File: config.mk
export PLATFORM = sky130hd
export DESIGN_NAME = multichannel_volume_fade_core_flat
export DESIGN_NICKNAME = d
export VERILOG_FILES = /design/src/hw/rtl/mvf_pkg.sv /design/src/hw/rtl/mvf_intf.sv /design/src/hw/rtl/multichannel_volume_fade_core.sv /design/src/hw/rtl/mvf_interp.sv /design/src/hw/rtl/mvf_rbuf.sv /design/src/flat_wrapper.sv
export SDC_FILE = /design/constraint.sdc
export NUM_CORES = 1
export LEC_CHECK = 0
export ABC_AREA = 1
export BUFFER_PORTS_ARGS = -buffer_cell sky130_fd_sc_hd__buf_2
export CORE_MARGIN = 4
export CORE_UTILIZATION = 64
export DETAILED_ROUTE_END_ITERATION = 8
export PLACE_DENSITY = 0.82
export SYNTH_ARGS = -nofsm -noshare
export SYNTH_HDL_FRONTEND = slang
export SYNTH_SLANG_ARGS = --single-unit
File: constraint.sdc
create_clock -name clk -period 7.5 [get_ports clk]
set_input_delay 0.75 -clock clk [delete_from_list [all_inputs] [get_ports clk]]
set_output_delay 0.75 -clock clk [all_outputs]
set_load 0.03 [all_outputs]
File: src/hw/rtl/mvf_pkg.sv
// mvf_pkg: shared widths, codes and types of the volume fade engine
// no dependencies; compile first
`default_nettype none

package mvf_pkg;

    localparam int DEFAULT_CHANNELS = 4;
    localparam int MAX_RESULTS      = 8;
    localparam int RIDX_W           = $clog2(MAX_RESULTS);
    localparam int RCNT_W           = RIDX_W + 1;

    localparam int REQ_W   = 3;
    localparam int CH_OUT_W = 2;
    localparam int ACT_W   = 2;
    localparam int VOL_W   = 7;
    localparam int FT_W    = 8;
    localparam int TICK_W  = 10;
    localparam int LEN_W   = 15;
    localparam int PROD_W  = VOL_W + LEN_W;
    localparam int Q_W     = VOL_W;

    localparam logic [VOL_W-1:0] FULL_VOLUME    = 7'd100;
    localparam logic [VOL_W-1:0] TICKS_PER_UNIT = 7'd100;
    localparam logic [LEN_W-1:0] ELAPSED_MAX    = '1;

    // request codes
    localparam logic [REQ_W-1:0] REQ_PLAY     = 3'd0;
    localparam logic [REQ_W-1:0] REQ_STOP     = 3'd1;
    localparam logic [REQ_W-1:0] REQ_SETVOL   = 3'd2;
    localparam logic [REQ_W-1:0] REQ_TICK     = 3'd3;
    localparam logic [REQ_W-1:0] REQ_STOP_ALL = 3'd4;

    // action codes
    localparam logic [ACT_W-1:0] ACT_SETVOL = 2'd0;
    localparam logic [ACT_W-1:0] ACT_PLAY   = 2'd1;
    localparam logic [ACT_W-1:0] ACT_STOP   = 2'd2;

    typedef struct packed {
        logic [CH_OUT_W-1:0] ch;
        logic [ACT_W-1:0]    action;
        logic [VOL_W-1:0]    vol;
        logic                flag;
    } result_t;

    typedef struct packed {
        logic    valid;
        result_t res;
    } push_t;

    typedef struct packed {
        logic             go;
        logic [VOL_W-1:0] start_vol;
        logic [VOL_W-1:0] target_vol;
        logic [LEN_W-1:0] elapsed;
        logic [LEN_W-1:0] length;
    } interp_req_t;

    typedef struct packed {
        logic             done;
        logic [VOL_W-1:0] vol;
    } interp_rsp_t;

endpackage

`default_nettype wire

File: src/hw/rtl/mvf_intf.sv
// mvf_cmd_if and mvf_act_if: valid/ready channels for requests and actions
// depends on mvf_pkg for field widths
`default_nettype none

interface mvf_cmd_if;
    import mvf_pkg::*;

    logic              valid;
    logic              ready;
    logic [REQ_W-1:0]  req_type;
    logic [1:0]        channel;
    logic [VOL_W-1:0]  volume;
    logic [FT_W-1:0]   fade_time;
    logic [TICK_W-1:0] tick_count;
    logic              mode_flag;

    modport source (
        output valid, req_type, channel, volume, fade_time, tick_count, mode_flag,
        input  ready
    );
    modport sink (
        input  valid, req_type, channel, volume, fade_time, tick_count, mode_flag,
        output ready
    );
endinterface

interface mvf_act_if;
    import mvf_pkg::*;

    logic                valid;
    logic                ready;
    logic [CH_OUT_W-1:0] out_channel;
    logic [ACT_W-1:0]    action;
    logic [VOL_W-1:0]    out_volume;
    logic                out_flag;
    logic                last;

    modport source (
        output valid, out_channel, action, out_volume, out_flag, last,
        input  ready
    );
    modport sink (
        input  valid, out_channel, action, out_volume, out_flag, last,
        output ready
    );
endinterface

`default_nettype wire

File: src/hw/rtl/multichannel_volume_fade_core.sv
// multichannel_volume_fade_core: per-channel linear volume fade engine
// depends on mvf_pkg, mvf_intf, mvf_interp, mvf_rbuf
//
//  channel | dir | payload                                              | transaction
//  cmd     | in  | req_type channel volume fade_time tick_count mode_flag | one request
//  act     | out | out_channel action out_volume out_flag last            | one action
//
// a request is taken only when the sequencer is idle and the previous actions are drained
// play, stop and set volume each run through their own states; a fading stop of a running fade also interpolates
// tick: scans every channel, and each active channel runs through the shared interpolation unit
//   (one multiply, 7 divide steps and a result state), with one more state on a self stop
// actions then leave one per cycle from the result buffer; act.ready stalls only the drain
// rst_n clears all fade state, the sequencer and the result buffer at once
`default_nettype none

module multichannel_volume_fade_core #(
    parameter int CHANNELS = mvf_pkg::DEFAULT_CHANNELS
) (
    input  wire        clk,
    input  wire        rst_n,
    mvf_cmd_if.sink    cmd,
    mvf_act_if.source  act
);
    import mvf_pkg::*;

    localparam int CH_W  = (CHANNELS > 1) ? $clog2(CHANNELS) : 1;
    localparam int CNT_W = $clog2(CHANNELS + 1);

    typedef enum logic [3:0] {
        S_IDLE,
        S_PLAY,
        S_PLAY2,
        S_STOP,
        S_STOP_W,
        S_SETV,
        S_SCAN,
        S_TICK_W,
        S_TICK_STOP,
        S_STOPALL,
        S_FLUSH
    } state_t;

    state_t state_reg, state_next;

    // per-channel fade state
    logic [LEN_W-1:0] len_reg   [CHANNELS];
    logic [LEN_W-1:0] len_next  [CHANNELS];
    logic [LEN_W-1:0] el_reg    [CHANNELS];
    logic [LEN_W-1:0] el_next   [CHANNELS];
    logic [VOL_W-1:0] svol_reg  [CHANNELS];
    logic [VOL_W-1:0] svol_next [CHANNELS];
    logic [VOL_W-1:0] tvol_reg  [CHANNELS];
    logic [VOL_W-1:0] tvol_next [CHANNELS];

    // latched request
    logic [VOL_W-1:0]  vol_reg;
    logic [FT_W-1:0]   ft_reg;
    logic [LEN_W-1:0]  flen_reg;
    logic [TICK_W-1:0] ticks_reg;
    logic              flag_reg;
    logic [CNT_W-1:0]  idx_reg, idx_next;

    logic [CH_W-1:0]   cur;
    logic [LEN_W-1:0]  cur_len;
    logic [LEN_W-1:0]  cur_el;
    logic [VOL_W-1:0]  cur_svol;
    logic [VOL_W-1:0]  cur_tvol;
    logic [LEN_W:0]    el_sum;
    logic [LEN_W-1:0]  el_sat;
    logic              idx_end;
    logic              ch_bad;
    logic [VOL_W-1:0]  vol_in;

    push_t             push;
    logic              flush;
    logic              drain_busy;
    interp_req_t       ip_req;
    interp_rsp_t       ip_rsp;

    assign cur      = idx_reg[CH_W-1:0];
    assign cur_len  = len_reg[cur];
    assign cur_el   = el_reg[cur];
    assign cur_svol = svol_reg[cur];
    assign cur_tvol = tvol_reg[cur];
    assign idx_end  = (idx_reg == CNT_W'(CHANNELS));

    // elapsed count saturates at its width
    assign el_sum = {1'b0, cur_el} + (LEN_W+1)'(ticks_reg);
    assign el_sat = el_sum[LEN_W] ? ELAPSED_MAX : el_sum[LEN_W-1:0];

    assign ch_bad = (int'(cmd.channel) >= CHANNELS);
    assign vol_in = (cmd.volume > FULL_VOLUME) ? FULL_VOLUME : cmd.volume;

    assign cmd.ready = (state_reg == S_IDLE) && !drain_busy;

    always_comb
    begin
        state_next = state_reg;
        idx_next   = idx_reg;
        len_next   = len_reg;
        el_next    = el_reg;
        svol_next  = svol_reg;
        tvol_next  = tvol_reg;
        flush      = 1'b0;

        push.valid      = 1'b0;
        push.res.ch     = CH_OUT_W'(idx_reg);
        push.res.action = ACT_SETVOL;
        push.res.vol    = '0;
        push.res.flag   = 1'b0;

        ip_req.go         = 1'b0;
        ip_req.start_vol  = cur_svol;
        ip_req.target_vol = cur_tvol;
        ip_req.elapsed    = cur_el;
        ip_req.length     = cur_len;

        unique case (state_reg)
            S_IDLE:
            begin
                if (cmd.valid && cmd.ready)
                begin
                    idx_next = CNT_W'(cmd.channel);
                    priority if ((cmd.req_type <= REQ_SETVOL) && ch_bad)
                    begin
                        state_next = S_FLUSH;
                    end
                    else if (cmd.req_type == REQ_PLAY)
                    begin
                        state_next = S_PLAY;
                    end
                    else if (cmd.req_type == REQ_STOP)
                    begin
                        state_next = S_STOP;
                    end
                    else if (cmd.req_type == REQ_SETVOL)
                    begin
                        state_next = S_SETV;
                    end
                    else if (cmd.req_type == REQ_TICK)
                    begin
                        idx_next   = '0;
                        state_next = S_SCAN;
                    end
                    else if (cmd.req_type == REQ_STOP_ALL)
                    begin
                        idx_next   = '0;
                        state_next = S_STOPALL;
                    end
                    else
                    begin
                        // unused request codes cause nothing
                        state_next = S_FLUSH;
                    end
                end
            end
            S_PLAY:
            begin
                len_next[cur] = flen_reg;
                if (ft_reg != '0)
                begin
                    svol_next[cur] = '0;
                    el_next[cur]   = '0;
                    push.valid     = 1'b1;
                end
                state_next = S_PLAY2;
            end
            S_PLAY2:
            begin
                push.valid      = 1'b1;
                push.res.action = ACT_PLAY;
                push.res.flag   = flag_reg;
                state_next      = S_FLUSH;
            end
            S_STOP:
            begin
                svol_next[cur] = cur_tvol;
                tvol_next[cur] = '0;
                el_next[cur]   = '0;
                len_next[cur]  = flen_reg;
                if (ft_reg == '0)
                begin
                    push.valid      = 1'b1;
                    push.res.action = ACT_STOP;
                    push.res.flag   = flag_reg;
                    state_next      = S_FLUSH;
                end
                else if ((cur_len != '0) && (cur_el < cur_len))
                begin
                    // fade out from where the running fade stands now
                    ip_req.go  = 1'b1;
                    state_next = S_STOP_W;
                end
                else
                begin
                    state_next = S_FLUSH;
                end
            end
            S_STOP_W:
            begin
                if (ip_rsp.done)
                begin
                    svol_next[cur] = ip_rsp.vol;
                    state_next     = S_FLUSH;
                end
            end
            S_SETV:
            begin
                el_next[cur]  = '0;
                len_next[cur] = flen_reg;
                if (ft_reg == '0)
                begin
                    push.valid   = 1'b1;
                    push.res.vol = vol_reg;
                end
                else
                begin
                    svol_next[cur] = cur_tvol;
                end
                tvol_next[cur] = vol_reg;
                state_next     = S_FLUSH;
            end
            S_SCAN:
            begin
                priority if (idx_end)
                begin
                    state_next = S_FLUSH;
                end
                else if (cur_len == '0)
                begin
                    idx_next = idx_reg + 1'b1;
                end
                else
                begin
                    el_next[cur] = el_sat;
                    ip_req.go    = 1'b1;
                    if (el_sat >= cur_len)
                    begin
                        // fade reaches its end on this tick
                        len_next[cur]  = '0;
                        ip_req.elapsed = cur_len;
                    end
                    else
                    begin
                        ip_req.elapsed = el_sat;
                    end
                    state_next = S_TICK_W;
                end
            end
            S_TICK_W:
            begin
                if (ip_rsp.done)
                begin
                    push.valid   = 1'b1;
                    push.res.vol = ip_rsp.vol;
                    if ((ip_rsp.vol == '0) && (cur_tvol == '0))
                    begin
                        state_next = S_TICK_STOP;
                    end
                    else
                    begin
                        idx_next   = idx_reg + 1'b1;
                        state_next = S_SCAN;
                    end
                end
            end
            S_TICK_STOP:
            begin
                // faded out to silence: stop the voice
                push.valid      = 1'b1;
                push.res.action = ACT_STOP;
                len_next[cur]   = '0;
                idx_next        = idx_reg + 1'b1;
                state_next      = S_SCAN;
            end
            S_STOPALL:
            begin
                if (idx_end)
                begin
                    state_next = S_FLUSH;
                end
                else
                begin
                    push.valid      = 1'b1;
                    push.res.action = ACT_STOP;
                    len_next[cur]   = '0;
                    idx_next        = idx_reg + 1'b1;
                end
            end
            S_FLUSH:
            begin
                flush      = 1'b1;
                state_next = S_IDLE;
            end
            default:
            begin
                state_next = S_IDLE;
            end
        endcase
    end

    // request fields are payload and need no reset
    always_ff @(posedge clk)
    begin
        if (cmd.valid && cmd.ready)
        begin
            vol_reg   <= vol_in;
            ft_reg    <= cmd.fade_time;
            flen_reg  <= LEN_W'(cmd.fade_time) * LEN_W'(TICKS_PER_UNIT);
            ticks_reg <= cmd.tick_count;
            flag_reg  <= cmd.mode_flag;
        end
    end

    always_ff @(posedge clk or negedge rst_n)
    begin
        if (!rst_n)
        begin
            state_reg <= S_IDLE;
            idx_reg   <= '0;
            for (int i = 0; i < CHANNELS; i++)
            begin
                len_reg[i]  <= '0;
                el_reg[i]   <= '0;
                svol_reg[i] <= '0;
                tvol_reg[i] <= '0;
            end
        end
        else
        begin
            state_reg <= state_next;
            idx_reg   <= idx_next;
            len_reg   <= len_next;
            el_reg    <= el_next;
            svol_reg  <= svol_next;
            tvol_reg  <= tvol_next;
        end
    end

    mvf_interp u_interp (
        .clk   (clk),
        .rst_n (rst_n),
        .req   (ip_req),
        .rsp   (ip_rsp)
    );

    mvf_rbuf u_rbuf (
        .clk   (clk),
        .rst_n (rst_n),
        .push  (push),
        .flush (flush),
        .busy  (drain_busy),
        .act   (act)
    );

    // interpolation results only arrive while the sequencer waits for them
    assert property (@(posedge clk) disable iff (!rst_n)
        ip_rsp.done |-> ((state_reg == S_STOP_W) || (state_reg == S_TICK_W)))
        else $error("interpolation result outside a wait state");

    // an interpolated volume stays within range
    assert property (@(posedge clk) disable iff (!rst_n)
        ip_rsp.done |-> (ip_rsp.vol <= FULL_VOLUME))
        else $error("interpolated volume above full scale");

    // the drain starts only after the sequencer finished a request
    assert property (@(posedge clk) disable iff (!rst_n)
        $rose(drain_busy) |-> $past(state_reg == S_FLUSH))
        else $error("result drain started mid request");

    // a new request leaves the idle state at once
    assert property (@(posedge clk) disable iff (!rst_n)
        (cmd.valid && cmd.ready) |=> (state_reg != S_IDLE))
        else $error("accepted request not started");

endmodule

`default_nettype wire

File: src/hw/rtl/mvf_interp.sv
// mvf_interp: shared interpolation unit, one multiply then restoring division
// depends on mvf_pkg
`default_nettype none

module mvf_interp (
    input  wire                  clk,
    input  wire                  rst_n,
    input  mvf_pkg::interp_req_t req,
    output mvf_pkg::interp_rsp_t rsp
);
    import mvf_pkg::*;

    localparam int STEP_W = $clog2(Q_W);

    typedef enum logic [1:0] {
        IP_IDLE,
        IP_MUL,
        IP_DIV,
        IP_OUT
    } ip_state_t;

    ip_state_t          state_reg;
    logic [VOL_W-1:0]   start_reg;
    logic               neg_reg;
    logic [VOL_W-1:0]   mag_reg;
    logic [LEN_W-1:0]   el_reg;
    logic [PROD_W-1:0]  rem_reg;
    logic [PROD_W-1:0]  dsh_reg;
    logic [Q_W-1:0]     q_reg;
    logic [STEP_W-1:0]  step_reg;

    logic               fits;
    logic signed [VOL_W+1:0] sum;

    assign fits = (rem_reg >= dsh_reg);

    // quotient never exceeds the volume difference, so the clamp is a guard
    always_comb
    begin
        if (neg_reg)
        begin
            sum = $signed({2'b00, start_reg}) - $signed({2'b00, q_reg});
        end
        else
        begin
            sum = $signed({2'b00, start_reg}) + $signed({2'b00, q_reg});
        end
    end

    always_comb
    begin
        rsp.done = (state_reg == IP_OUT);
        if (sum[VOL_W+1])
        begin
            rsp.vol = '0;
        end
        else if (sum > $signed({2'b00, FULL_VOLUME}))
        begin
            rsp.vol = FULL_VOLUME;
        end
        else
        begin
            rsp.vol = sum[VOL_W-1:0];
        end
    end

    always_ff @(posedge clk or negedge rst_n)
    begin
        if (!rst_n)
        begin
            state_reg <= IP_IDLE;
            step_reg  <= '0;
        end
        else
        begin
            unique case (state_reg)
                IP_IDLE:
                begin
                    if (req.go)
                    begin
                        start_reg <= req.start_vol;
                        neg_reg   <= (req.target_vol < req.start_vol);
                        mag_reg   <= (req.target_vol < req.start_vol)
                                     ? (req.start_vol - req.target_vol)
                                     : (req.target_vol - req.start_vol);
                        el_reg    <= req.elapsed;
                        dsh_reg   <= PROD_W'({req.length, (Q_W-1)'(0)});
                        state_reg <= IP_MUL;
                    end
                end
                IP_MUL:
                begin
                    rem_reg   <= PROD_W'(mag_reg) * PROD_W'(el_reg);
                    q_reg     <= '0;
                    step_reg  <= '0;
                    state_reg <= IP_DIV;
                end
                IP_DIV:
                begin
                    if (fits)
                    begin
                        rem_reg <= rem_reg - dsh_reg;
                    end
                    q_reg    <= {q_reg[Q_W-2:0], fits};
                    dsh_reg  <= dsh_reg >> 1;
                    step_reg <= step_reg + 1'b1;
                    if (step_reg == STEP_W'(Q_W-1))
                    begin
                        state_reg <= IP_OUT;
                    end
                end
                IP_OUT:
                begin
                    state_reg <= IP_IDLE;
                end
                default:
                begin
                    state_reg <= IP_IDLE;
                end
            endcase
        end
    end

endmodule

`default_nettype wire

File: src/hw/rtl/mvf_rbuf.sv
// mvf_rbuf: collects the actions of one request, then drains them with last
// depends on mvf_pkg and mvf_act_if
`default_nettype none

module mvf_rbuf (
    input  wire             clk,
    input  wire             rst_n,
    input  mvf_pkg::push_t  push,
    input  wire             flush,
    output logic            busy,
    mvf_act_if.source       act
);
    import mvf_pkg::*;

    result_t             buf_mem [MAX_RESULTS];
    logic [RCNT_W-1:0]   cnt_reg;
    logic [RIDX_W-1:0]   rd_reg;
    logic                drain_reg;
    logic                ovalid_reg;
    result_t             ores_reg;
    logic                olast_reg;
    logic                is_last;

    assign busy      = drain_reg;
    assign is_last   = ({1'b0, rd_reg} == (cnt_reg - 1'b1));

    assign act.valid       = ovalid_reg;
    assign act.out_channel = ores_reg.ch;
    assign act.action      = ores_reg.action;
    assign act.out_volume  = ores_reg.vol;
    assign act.out_flag    = ores_reg.flag;
    assign act.last        = olast_reg;

    // anything past the result limit is dropped
    always_ff @(posedge clk)
    begin
        if (push.valid && (cnt_reg != RCNT_W'(MAX_RESULTS)))
        begin
            buf_mem[cnt_reg[RIDX_W-1:0]] <= push.res;
        end
        if (drain_reg && (!ovalid_reg || act.ready))
        begin
            ores_reg  <= buf_mem[rd_reg];
            olast_reg <= is_last;
        end
    end

    always_ff @(posedge clk or negedge rst_n)
    begin
        if (!rst_n)
        begin
            cnt_reg    <= '0;
            rd_reg     <= '0;
            drain_reg  <= 1'b0;
            ovalid_reg <= 1'b0;
        end
        else
        begin
            if (push.valid && (cnt_reg != RCNT_W'(MAX_RESULTS)))
            begin
                cnt_reg <= cnt_reg + 1'b1;
            end
            if (flush && (cnt_reg != '0))
            begin
                drain_reg <= 1'b1;
                rd_reg    <= '0;
            end
            if (drain_reg && (!ovalid_reg || act.ready))
            begin
                ovalid_reg <= 1'b1;
                rd_reg     <= rd_reg + 1'b1;
                if (is_last)
                begin
                    drain_reg <= 1'b0;
                    cnt_reg   <= '0;
                end
            end
            else if (ovalid_reg && act.ready)
            begin
                ovalid_reg <= 1'b0;
            end
        end
    end

endmodule

`default_nettype wire
File: src/flat_wrapper.sv
// flat-port wrapper written by rule: the top's interface ports become plain ports
module multichannel_volume_fade_core_flat import mvf_pkg::*;
#(
    parameter int CHANNELS = mvf_pkg::DEFAULT_CHANNELS
)
  (clk, rst_n, cmd_valid, cmd_req_type, cmd_channel, cmd_volume, cmd_fade_time, cmd_tick_count, cmd_mode_flag, cmd_ready, act_valid, act_out_channel, act_action, act_out_volume, act_out_flag, act_last, act_ready);
  mvf_cmd_if cmd_i ();
  mvf_act_if act_i ();
  input  wire clk;
  input  wire rst_n;
  input wire logic [$bits(cmd_i.valid)-1:0] cmd_valid;
  input wire logic [$bits(cmd_i.req_type)-1:0] cmd_req_type;
  input wire logic [$bits(cmd_i.channel)-1:0] cmd_channel;
  input wire logic [$bits(cmd_i.volume)-1:0] cmd_volume;
  input wire logic [$bits(cmd_i.fade_time)-1:0] cmd_fade_time;
  input wire logic [$bits(cmd_i.tick_count)-1:0] cmd_tick_count;
  input wire logic [$bits(cmd_i.mode_flag)-1:0] cmd_mode_flag;
  output wire logic [$bits(cmd_i.ready)-1:0] cmd_ready;
  output wire logic [$bits(act_i.valid)-1:0] act_valid;
  output wire logic [$bits(act_i.out_channel)-1:0] act_out_channel;
  output wire logic [$bits(act_i.action)-1:0] act_action;
  output wire logic [$bits(act_i.out_volume)-1:0] act_out_volume;
  output wire logic [$bits(act_i.out_flag)-1:0] act_out_flag;
  output wire logic [$bits(act_i.last)-1:0] act_last;
  input wire logic [$bits(act_i.ready)-1:0] act_ready;
  assign cmd_i.valid = cmd_valid;
  assign cmd_i.req_type = cmd_req_type;
  assign cmd_i.channel = cmd_channel;
  assign cmd_i.volume = cmd_volume;
  assign cmd_i.fade_time = cmd_fade_time;
  assign cmd_i.tick_count = cmd_tick_count;
  assign cmd_i.mode_flag = cmd_mode_flag;
  assign cmd_ready = cmd_i.ready;
  assign act_valid = act_i.valid;
  assign act_out_channel = act_i.out_channel;
  assign act_action = act_i.action;
  assign act_out_volume = act_i.out_volume;
  assign act_out_flag = act_i.out_flag;
  assign act_last = act_i.last;
  assign act_i.ready = act_ready;
  multichannel_volume_fade_core #(.CHANNELS(CHANNELS)) u_core (.clk(clk), .rst_n(rst_n), .cmd(cmd_i), .act(act_i));
endmodule
After elaboration in Yosys (flattened, before gate mapping)
Memories as Yosys holds them, arrays and structs flattened. A register that Yosys moved wholly into a read port is not among the register bits.
Cells that the tools add are included.
{"block": "op_classes", "bitwise_logic": 7, "shifts": 0, "n_eq_ne": 37, "add_sub_neg": 11, "reduce_logical": 45, "magnitude_cmp": 8, "mul": 2, "n_div": 0, "n_mux": 111}
{"cell": "2-to-1 mux 60 bit", "n": 7}
{"cell": "case mux 60 bit (4 select lines)", "n": 1}
{"cell": "case mux 60 bit (3 select lines)", "n": 1}
{"cell": "2-to-1 mux 15 bit", "n": 10}
{"cell": "bitwise AND 60 bit", "n": 2}
{"cell": "bitwise mux 60 bit", "n": 2}
{"cell": "case mux 28 bit (4 select lines)", "n": 1}
{"cell": "case mux 22 bit (2 select lines)", "n": 2}
{"cell": "bitwise mux 28 bit", "n": 3}
{"cell": "2-to-1 mux 28 bit", "n": 3}
{"cell": "2-to-1 mux 7 bit", "n": 10}
{"cell": "2-to-1 mux 4 bit", "n": 16}
{"cell": "binary-select mux 15 bit (select 2 bit)", "n": 2}
{"cell": "inverter 60 bit", "n": 1}
{"cell": "bitwise AND 28 bit", "n": 2}
{"cell": "case mux 28 bit (2 select lines)", "n": 1}
{"cell": "2-to-1 mux 22 bit", "n": 2}
{"cell": "2-to-1 mux 3 bit", "n": 12}
{"cell": "case mux 4 bit (9 select lines)", "n": 1}
{"cell": "demux 15 bit (select 2 bit)", "n": 1}
{"cell": "binary-select mux 7 bit (select 2 bit)", "n": 2}
{"cell": "inverter 28 bit", "n": 1}
{"cell": "case mux 7 bit (2 select lines)", "n": 2}
{"cell": ">= comparator 22 bit", "n": 1}
{"cell": "63 further kinds", "n": 135}
{"block": "totals", "input_bits": 35, "regBits": 318, "ram_bits": 96, "rom_bits": 0, "out_inout_bits": 15, "latchBits": 0, "mem_count": 1}
{"memory": "u_core.u_rbuf.buf_mem", "words": 8, "word_bits": 12, "read_ports": 1, "rd_clocked_by_memory_dff": 1, "write_ports": 1, "line_no": "mvf_rbuf.sv:15", "rtl": "result_t buf_mem [MAX_RESULTS];"}

Depth between registers and ports, before layout
Gate-level depths: netlist of the first run.
{"block": "depth", "word_depth": 11, "ltp_mapped": 33}

Modules after synthesis
Synthesis of the first run repeated with hierarchy kept, for this count alone.
{"block": "unflattened", "hier_cells": 3331, "area_unflattened_um2": 27151.0}
{"mod": "multichannel_volume_fade_core", "area_per_inst_um2": 12932.4, "seq_area_each_um2": 5660.4, "cells_each": 1700, "n_inst": 1}
{"mod": "mvf_interp", "area_per_inst_um2": 9505.4, "seq_area_each_um2": 2527.4, "cells_each": 1254, "n_inst": 1}
{"mod": "mvf_rbuf", "area_per_inst_um2": 4713.3, "seq_area_each_um2": 3498.4, "cells_each": 377, "n_inst": 1}

Worst setup path after synthesis of the first run
OpenSTA, ideal clock, no wires.
{"block": "synth_path", "kind": "reg2reg", "from": "register u_core.idx_reg[0]", "to": "register u_core.len_reg[39] in the netlist's numbering", "setup_ns": 0.130, "path_stages_with_launch": 34, "arrival_ns": 5.181, "slack_ns": 2.188, "n_path_buf": 6, "path_cell_list": "dfrtp_1 > inv_2 > buf_2 > buf_2 > clkbuf_1 > clkbuf_1 > nor2_1 > o22ai_1 > ha_1 > nand3_1 > nand3_1 > a21oi_1 > o21ai_1 > nand2_1 > nand2_1 > nand2_1 > a21oi_1 > nand2_2 > buf_4 > nand3_1 > ha_1 > nand2_1 > inv_1 > nand3_1 > inv_1 > nand4_1 > or3_1 > nand3_1 > o22ai_1 > nor2_2 > nand3_2 > clkbuf_1 > nand2_1 > o21ai_0"}
{"block": "synth_between", "elab_chain_len": 11}
{"item": "start, declared", "line_no": "multichannel_volume_fade_core.sv:61", "rtl": "logic [CNT_W-1:0] idx_reg, idx_next;"}
{"item": "start signal, assigned", "line_no": "multichannel_volume_fade_core.sv:332", "rtl": "idx_reg <= idx_next;"}
{"item": "branches (longest 11 deep; another with adder 15 x 10 -> 16 bit)"}
{"item": "end signal, assigned", "line_no": "multichannel_volume_fade_core.sv:333", "rtl": "len_reg <= len_next;"}
{"item": "end, declared", "line_no": "multichannel_volume_fade_core.sv:46", "rtl": "logic [LEN_W-1:0] len_reg [CHANNELS];"}
Parallel ways; which one is timed is not known. The select of a mux whose other input is x is not followed.
A chain may end at the register's enable or synchronous reset.

Final worst setup path of the first run
{"block": "layout_path", "from": "register u_core.idx_reg[0]", "to": "register u_core.len_reg[10] in the netlist's numbering"}
The elaborated chain is that of the path after synthesis.

==> results of run 1 <==
==> Yosys cell counts, drive strengths merged (50+ instances only) <==
cell type | number | share of area, %
o22ai | 50 | 1.2
inv | 421 | 6.0
nand3 | 104 | 2.0
fa | 73 | 5.5
nor2 | 289 | 4.4
nand2 | 758 | 11
dfrtp | 197 | 19
ha | 169 | 8.0
o21ai | 326 | 6.3
edfxtp | 225 | 26
a21oi | 153 | 3.0
clkbuf | 76 | 1.1
==> logic make-up (layout without fill, tap and decap cells) <==
family,after synthesis,count (layout)
other cells,0,1
flops,422,422
simple gates,1206,1206
xor+xnor,46,46
compound gates,651,651
mux,3,3
fa+ha+maj,242,242
buf+inv,534,577
==> power groups by stage <==
stage	Sequential (W)	Combinational [W]	Clock (W)
floorplan	0.00257	0.000237	0
global placement	0.00253	0.000399	0
detailed placement	0.00253	0.000419	0
CTS	0.00248	0.000429	0.00242
global route	0.00248	0.000477	0.00252
finish	0.00248	0.000425	0.00241
==> per-layer routing <==
metal  vias up  routed length [um]  global-route usage (%)
li1      10300                   -                       -
met1     10600               27800                    41.4
met2      1057               33200                    51.5
met3       186                5370                    5.05
met4         2                2070                    10.4
met5         -                  15                       0
==> path summary, 6_finish.rpt <==
check,start,end,depth (start not counted)
worst max-delay path,u_core.idx_reg[0],u_core.len_reg[10],27
worst min-delay path,rst_n,u_core.svol_reg[24],1
worst max register to register,u_core.idx_reg[0],u_core.len_reg[10],27
worst min register to register,u_core.el_reg[41],u_core.el_reg[41],2
max in group asynchronous,rst_n,u_core.el_reg[20],2
min in group clk,cmd_tick_count[1],u_core.ticks_reg[1],1
==> per-stage QoR <==
stage	util [%]	instance area [um2]	total power, W	setup WS, ns	instances
after floorplan	-	26400	0.00281	2.19	3104
after global placement	66.2	27000	0.00293	1.56	3597
after detailed placement	66.2	27000	0.00295	1.33	3597
after CTS	70.0	28600	0.00533	1.22	3679
after global routing	70.0	28600	0.00548	0.501	3679
final	70.1	28600	0.00532	1.14	3680
==> critical path, stage by stage (launching register included) <==
cell and delay [ns]:
sky130_fd_sc_hd__dfrtp_4 0.71, sky130_fd_sc_hd__inv_2 0.62, sky130_fd_sc_hd__buf_4 0.49, sky130_fd_sc_hd__nor2_1 0.07
sky130_fd_sc_hd__o22ai_1 0.28, sky130_fd_sc_hd__ha_1 0.34, sky130_fd_sc_hd__a21oi_1 0.20, sky130_fd_sc_hd__o21ai_1 0.13
sky130_fd_sc_hd__nand2_1 0.08, sky130_fd_sc_hd__nand2_1 0.06, sky130_fd_sc_hd__nand2_1 0.09, sky130_fd_sc_hd__a21oi_1 0.13
sky130_fd_sc_hd__nand2_2 0.30, sky130_fd_sc_hd__nand3_1 0.20, sky130_fd_sc_hd__ha_1 0.32, sky130_fd_sc_hd__nand2_1 0.05
sky130_fd_sc_hd__inv_1 0.06, sky130_fd_sc_hd__nand3_1 0.09, sky130_fd_sc_hd__inv_1 0.09, sky130_fd_sc_hd__nand4_1 0.07
sky130_fd_sc_hd__or3_1 0.31, sky130_fd_sc_hd__nand3_1 0.12, sky130_fd_sc_hd__buf_4 0.23, sky130_fd_sc_hd__o22ai_1 0.10
sky130_fd_sc_hd__nor2_2 0.26, sky130_fd_sc_hd__nand3_2 0.45, sky130_fd_sc_hd__nand2_1 0.21, sky130_fd_sc_hd__o21ai_0 0.12
==> cell type report <==
type | count | area (um2) | share of cell area [%]
well taps | 532 | 666 | 2.33
clock buffers | 55 | 1200 | 4.21
repair buffers | 71 | 419 | 1.47
multi-input cells | 2148 | 12600 | 44.2
flip-flops and latches | 422 | 11700 | 40.9
inverters | 424 | 1600 | 5.59
clock inverters | 27 | 388 | 1.36
diodes | 1 | 2.50 | 0.00875
==> impl_metrics.json, run 1 <==
{
  "die_height_um": 211,
  "die_outline_area_um2": 44600,
  "area_growth_pct": 8.21,
  "swShare_pct": 24.1,
  "syn_nets": 3381,
  "clock.fmax_ghz": 0.157,
  "synth_compound_area_share_pct": 14.0,
  "power.sequential.fraction_pct": 46.7,
  "cts_max_path_buffers": 3,
  "reg2reg_setup_slack_ns": 1.14,
  "power_frac_comb_pct": 8.0,
  "power.density_cell_area_nw_per_um2": 186,
  "timing.critical_path.to_type": "flip-flop",
  "p_clk_share_pct": 45.3,
  "internal_power_w": 0.00404,
  "totalNegativeSetupSlack_ns": 0,
  "drv.max_cap_violation_count": 0,
  "core.rowCount": 74,
  "maximum_number_of_pins_on_one_net_before_global_route_repair": 80,
  "cp_max_fo": 53,
  "globalplace.congestion": 1.00,
  "synthFlopType": "sky130_fd_sc_hd__edfxtp_1",
  "hold_path_class": "primary input to async pin",
  "postSynthAreaPerCell_um2": 8.52,
  "hold_viol_final": 0,
  "clk_transition_reported_paths_ns": 0.07,
  "area_of_the_mapped_netlist_um2": 26400,
  "dieWidth_um": 211,
  "synth_seq_cells": 422,
  "drive_gt1_share_pct": 6.13,
  "synth_simple_gate_area_share_pct": 18.5,
  "post_drt_via_cell_ratio": 6.03,
  "yosysSeqAreaShare_pct": 44.2,
  "design.core.area_um2": 40800,
  "async_reset_ff_share_pct": 46.7,
  "master_cell_of_the_clock_root_buffer": "sky130_fd_sc_hd__clkbuf_16",
  "final_wirelength_mm": 68.4,
  "cts-htree-levels": 2,
  "start_util_pct": 64.7,
  "cells_after_synthesis": 3104,
  "dr.first_iter.drc_count": 2347,
  "antenna_found_initial": 1,
  "first_global_vias": 22100,
  "final_common_cell": "sky130_fd_sc_hd__nand2_1",
  "setup-violations-final": 0,
  "final_nets": 3388,
  "cts_tree": "built",
  "tritoncts.num_buffers": 44,
  "timing_max_transition_violations_final": 0,
  "largest_register_ff_count": 96,
  "hold-worst-slack_ns": 0.123,
  "worst_pin_slew_ns": 1.13,
  "critPathKind": "flip-flop to flip-flop",
  "drc": 0,
  "synth.mux.area_fraction_pct": 0.118,
  "final.min_clock_period_ns": 6.36,
  "net-switching-power_w": 0.00128,
  "clock_skew_ns": 0.0352,
  "post_cts_setup_buffer_count": 0,
  "wire_length_of_the_first_global_routing_pass_mm": 112,
  "layout.cells.most_common_list": "sky130_fd_sc_hd__nand2_1 (755), sky130_fd_sc_hd__inv_1 (413), sky130_fd_sc_hd__nor2_1 (280), sky130_fd_sc_hd__o21ai_0 (264), sky130_fd_sc_hd__edfxtp_1 (225)",
  "slew_headroom_pct": 24.1,
  "route.antenna.remaining_nets": 0,
  "synth_xor_xnor_area_share_pct": 1.52,
  "synth_adder_area_share_pct": 13.5,
  "ctsHoldBuffers": 0,
  "filler_cell_count": 3112,
  "largest_family_of_logic_cells_by_synthesized_area": "simple AND/OR/NAND/NOR gates",
  "ios": 50,
  "detailed_place_hpwl_mm": 48.3,
  "cts_num_sinks": 422,
  "synthDistinctLibCells": 62,
  "drtPass1Iterations": 8,
  "port_buffers": 49,
  "status": "completed",
  "power.leakage_nw": 13.4,
  "ys_warns": 0,
  "rsz0062_at_grt": "no",
  "vias": 22200,
  "ir_drop_mv": 0.256,
  "later_pin_clock_latency_in_the_skew_report_ns": 0.60,
  "worst-endpoint-required_ns": 7.95,
  "portion_of_the_clock_cycle_consumed_by_the_worst_path_in_the_final_layout_pct": 84.8,
  "start_kind": "flip-flop",
  "gr_ovfl_total": 0,
  "route.detailed.wl_per_inst_um": 18.6,
  "cts.repair.resized": 0,
  "total_routing_usage_reported_by_global_routing_pct": 30.8,
  "count_of_flip_flops_with_a_built_in_enable_after_synthesis": 225,
  "worst_ep_arrival_time_ns": 6.81
}
Power figures use the tool's default switching activity.
==> run 2: changes to the inputs <==
- clock period: 7.5 -> 6.25 ns (I/O delays scaled with it)
==> impl_metrics.json, run 2 (synthesis gave the netlist of run 1 again) <==
{
  "status": "completed",
  "layout.cells.most_common_list": "sky130_fd_sc_hd__nand2_1 (755), sky130_fd_sc_hd__inv_1 (413), sky130_fd_sc_hd__nor2_1 (280), sky130_fd_sc_hd__o21ai_0 (264), sky130_fd_sc_hd__edfxtp_1 (225)",
  "drtPass1Iterations": 6,
  "gr_ovfl_total": 0,
  "power.density_cell_area_nw_per_um2": 217,
  "wire_length_of_the_first_global_routing_pass_mm": 111,
  "post-route-worst-setup-slack_ns": 0.560,
  "worst_ep_arrival_time_ns": 6.12,
  "drc": 0,
  "cts_tree": "built",
  "stdcell_count": 3684,
  "total_routing_usage_reported_by_global_routing_pct": 30.5,
  "drv.max_cap_violation_count": 0,
  "die_outline_area_um2": 44600,
  "critPathMaxStageDelay_ns": 0.60,
  "timing_max_transition_violations_final": 0,
  "final_nets": 3393,
  "hold_viol_final": 0,
  "ios": 50,
  "portion_of_the_clock_cycle_consumed_by_the_worst_path_in_the_final_layout_pct": 91.0,
  "timing.critical_path.to_type": "flip-flop",
  "largest_register_ff_count": 96,
  "cts_num_sinks": 422,
  "top_signal_layer_used": "met5",
  "cts-htree-levels": 2,
  "route.detailed.wl_per_inst_um": 18.4,
  "p_total_w": 0.00620,
  "power.leakage_nw": 13.4,
  "wl_met3_mm": 4.75,
  "drive_gt1_share_pct": 6.03,
  "critPathKind": "flip-flop to flip-flop",
  "cp_max_fo": 27,
  "final_wirelength_mm": 67.8,
  "route.antenna.remaining_nets": 0,
  "dr.first_iter.drc_count": 2376,
  "dieWidth_um": 211,
  "worst_pin_slew_ns": 1.19,
  "antenna_found_initial": 1,
  "slew_headroom_pct": 20.5,
  "totalNegativeSetupSlack_ns": 0,
  "maximum_number_of_pins_on_one_net_before_global_route_repair": 85,
  "start_kind": "flip-flop",
  "detailed_place_hpwl_mm": 48.3,
  "hold-worst-slack_ns": 0.0289,
  "cts_max_path_buffers": 3,
  "area_growth_pct": 8.08,
  "detailroute.wirelength.met2_mm": 32.9,
  "setup-violations-final": 0,
  "antenna_cells_inserted": 0,
  "post_drt_via_cell_ratio": 5.98,
  "core.rowCount": 74,
  "place_worst_setup_slack_ns": 0.437,
  "clk_transition_reported_paths_ns": 0.06,
  "final_common_cell": "sky130_fd_sc_hd__nand2_1",
  "filler_cell_count": 3146,
  "master_cell_of_the_clock_root_buffer": "sky130_fd_sc_hd__clkbuf_16",
  "vias": 22000,
  "route.layer.met1.wl_mm": 28.0,
  "worst_path_max_delay_cell": "sky130_fd_sc_hd__dfrtp_4",
  "design.core.area_um2": 40800,
  "rsz0062_at_grt": "no",
  "first_global_vias": 21800,
  "clock_skew_ns": 0.0190,
  "post-place-cells": 3601,
  "globalplace.congestion": 0.944,
  "hold_path_class": "primary input to async pin",
  "die_height_um": 211,
  "final.min_clock_period_ns": 5.69,
  "later_pin_clock_latency_in_the_skew_report_ns": 0.58,
  "start_util_pct": 64.7,
  "tritoncts.num_buffers": 45,
  "port_buffers": 49,
  "ir_drop_mv": 0.286,
  "clock.fmax_ghz": 0.176,
  "ctsHoldBuffers": 0,
  "worst-endpoint-required_ns": 6.68
}
==> run 2: cell count changes in the layout (fill, tap and decap cells not counted), moves of 2 or more <==
cell / change
sky130_fd_sc_hd__clkbuf_1: +9
sky130_fd_sc_hd__buf_4: +4
sky130_fd_sc_hd__bufinv_16: -4
sky130_fd_sc_hd__nand3_2: -4
sky130_fd_sc_hd__nand3_4: +4
sky130_fd_sc_hd__clkinv_4: -3
sky130_fd_sc_hd__inv_6: -2
==> run 2: what timing repair did <==
item                                    in CTS  in global routing
endpoints found under the setup margin       0                 60
buffers inserted                             0                  0
gates resized for setup                      0                  7
==> run 2: through the flow <==
stage | area (um2) | util (%)
2_1_floorplan | 26400 | -
3_3_place_gp | 27000 | 66.2
3_5_place_dp | 27000 | 66.2
4_1_cts | 28500 | 69.9
5_1_grt | 28600 | 70.0
6_report | 28600 | 70.0
==> run 2: area by class of cell <==
| type | count | area (um2) | area share (%) |
|---|---|---|---|
| multi-input combinational | 2148 | 12700 | 44.3 |
| timing repair buffer | 75 | 449 | 1.57 |
| clock buffer | 66 | 1280 | 4.47 |
| inverter | 424 | 1600 | 5.61 |
| sequential | 422 | 11700 | 40.9 |
| tap | 532 | 666 | 2.33 |
| clock inverter | 17 | 218 | 0.762 |
==> run 2: power by group <==
part	internal, W	total [W]	switching, W
clock network	0.00159	0.00271	0.00111
registers	0.00297	0.00301	0.0000394
logic	0.000153	0.000484	0.000331
==> run 2: worst max-delay path, delay by kind of cell (launching register included) <==
kind | cells | cell delay, ns
and+or+nand+nor | 15 | 2.42
buffers and inverters | 4 | 0.61
DFF | 1 | 0.60
AOI/OAI and AO/OA | 7 | 1.21
adders and majority gates | 2 | 0.69
==> run 2: final timing paths <==
check,slack [ns],from,endpoint,cells past startpoint
hold / removal,0.03,rst_n,u_core.svol_reg[24],1
min in group clk,0.21,cmd_tick_count[9],u_core.ticks_reg[9],1
setup / recovery,0.56,u_core.idx_reg[0],u_core.len_reg[37],28
max in group asynchronous,4.74,rst_n,u_core.el_reg[33],2
setup reg to reg,0.56,u_core.idx_reg[0],u_core.len_reg[37],28
hold reg to reg,0.47,u_core.el_reg[11],u_core.el_reg[11],2
==> run 2: metal layers <==
layer / vias to the layer above / GRT usage [%]
li1: 10300 / -
met1: 10600 / 42.0
met2: 951 / 50.9
met3: 158 / 4.11
met4: 2 / 9.66
met5: - / 0
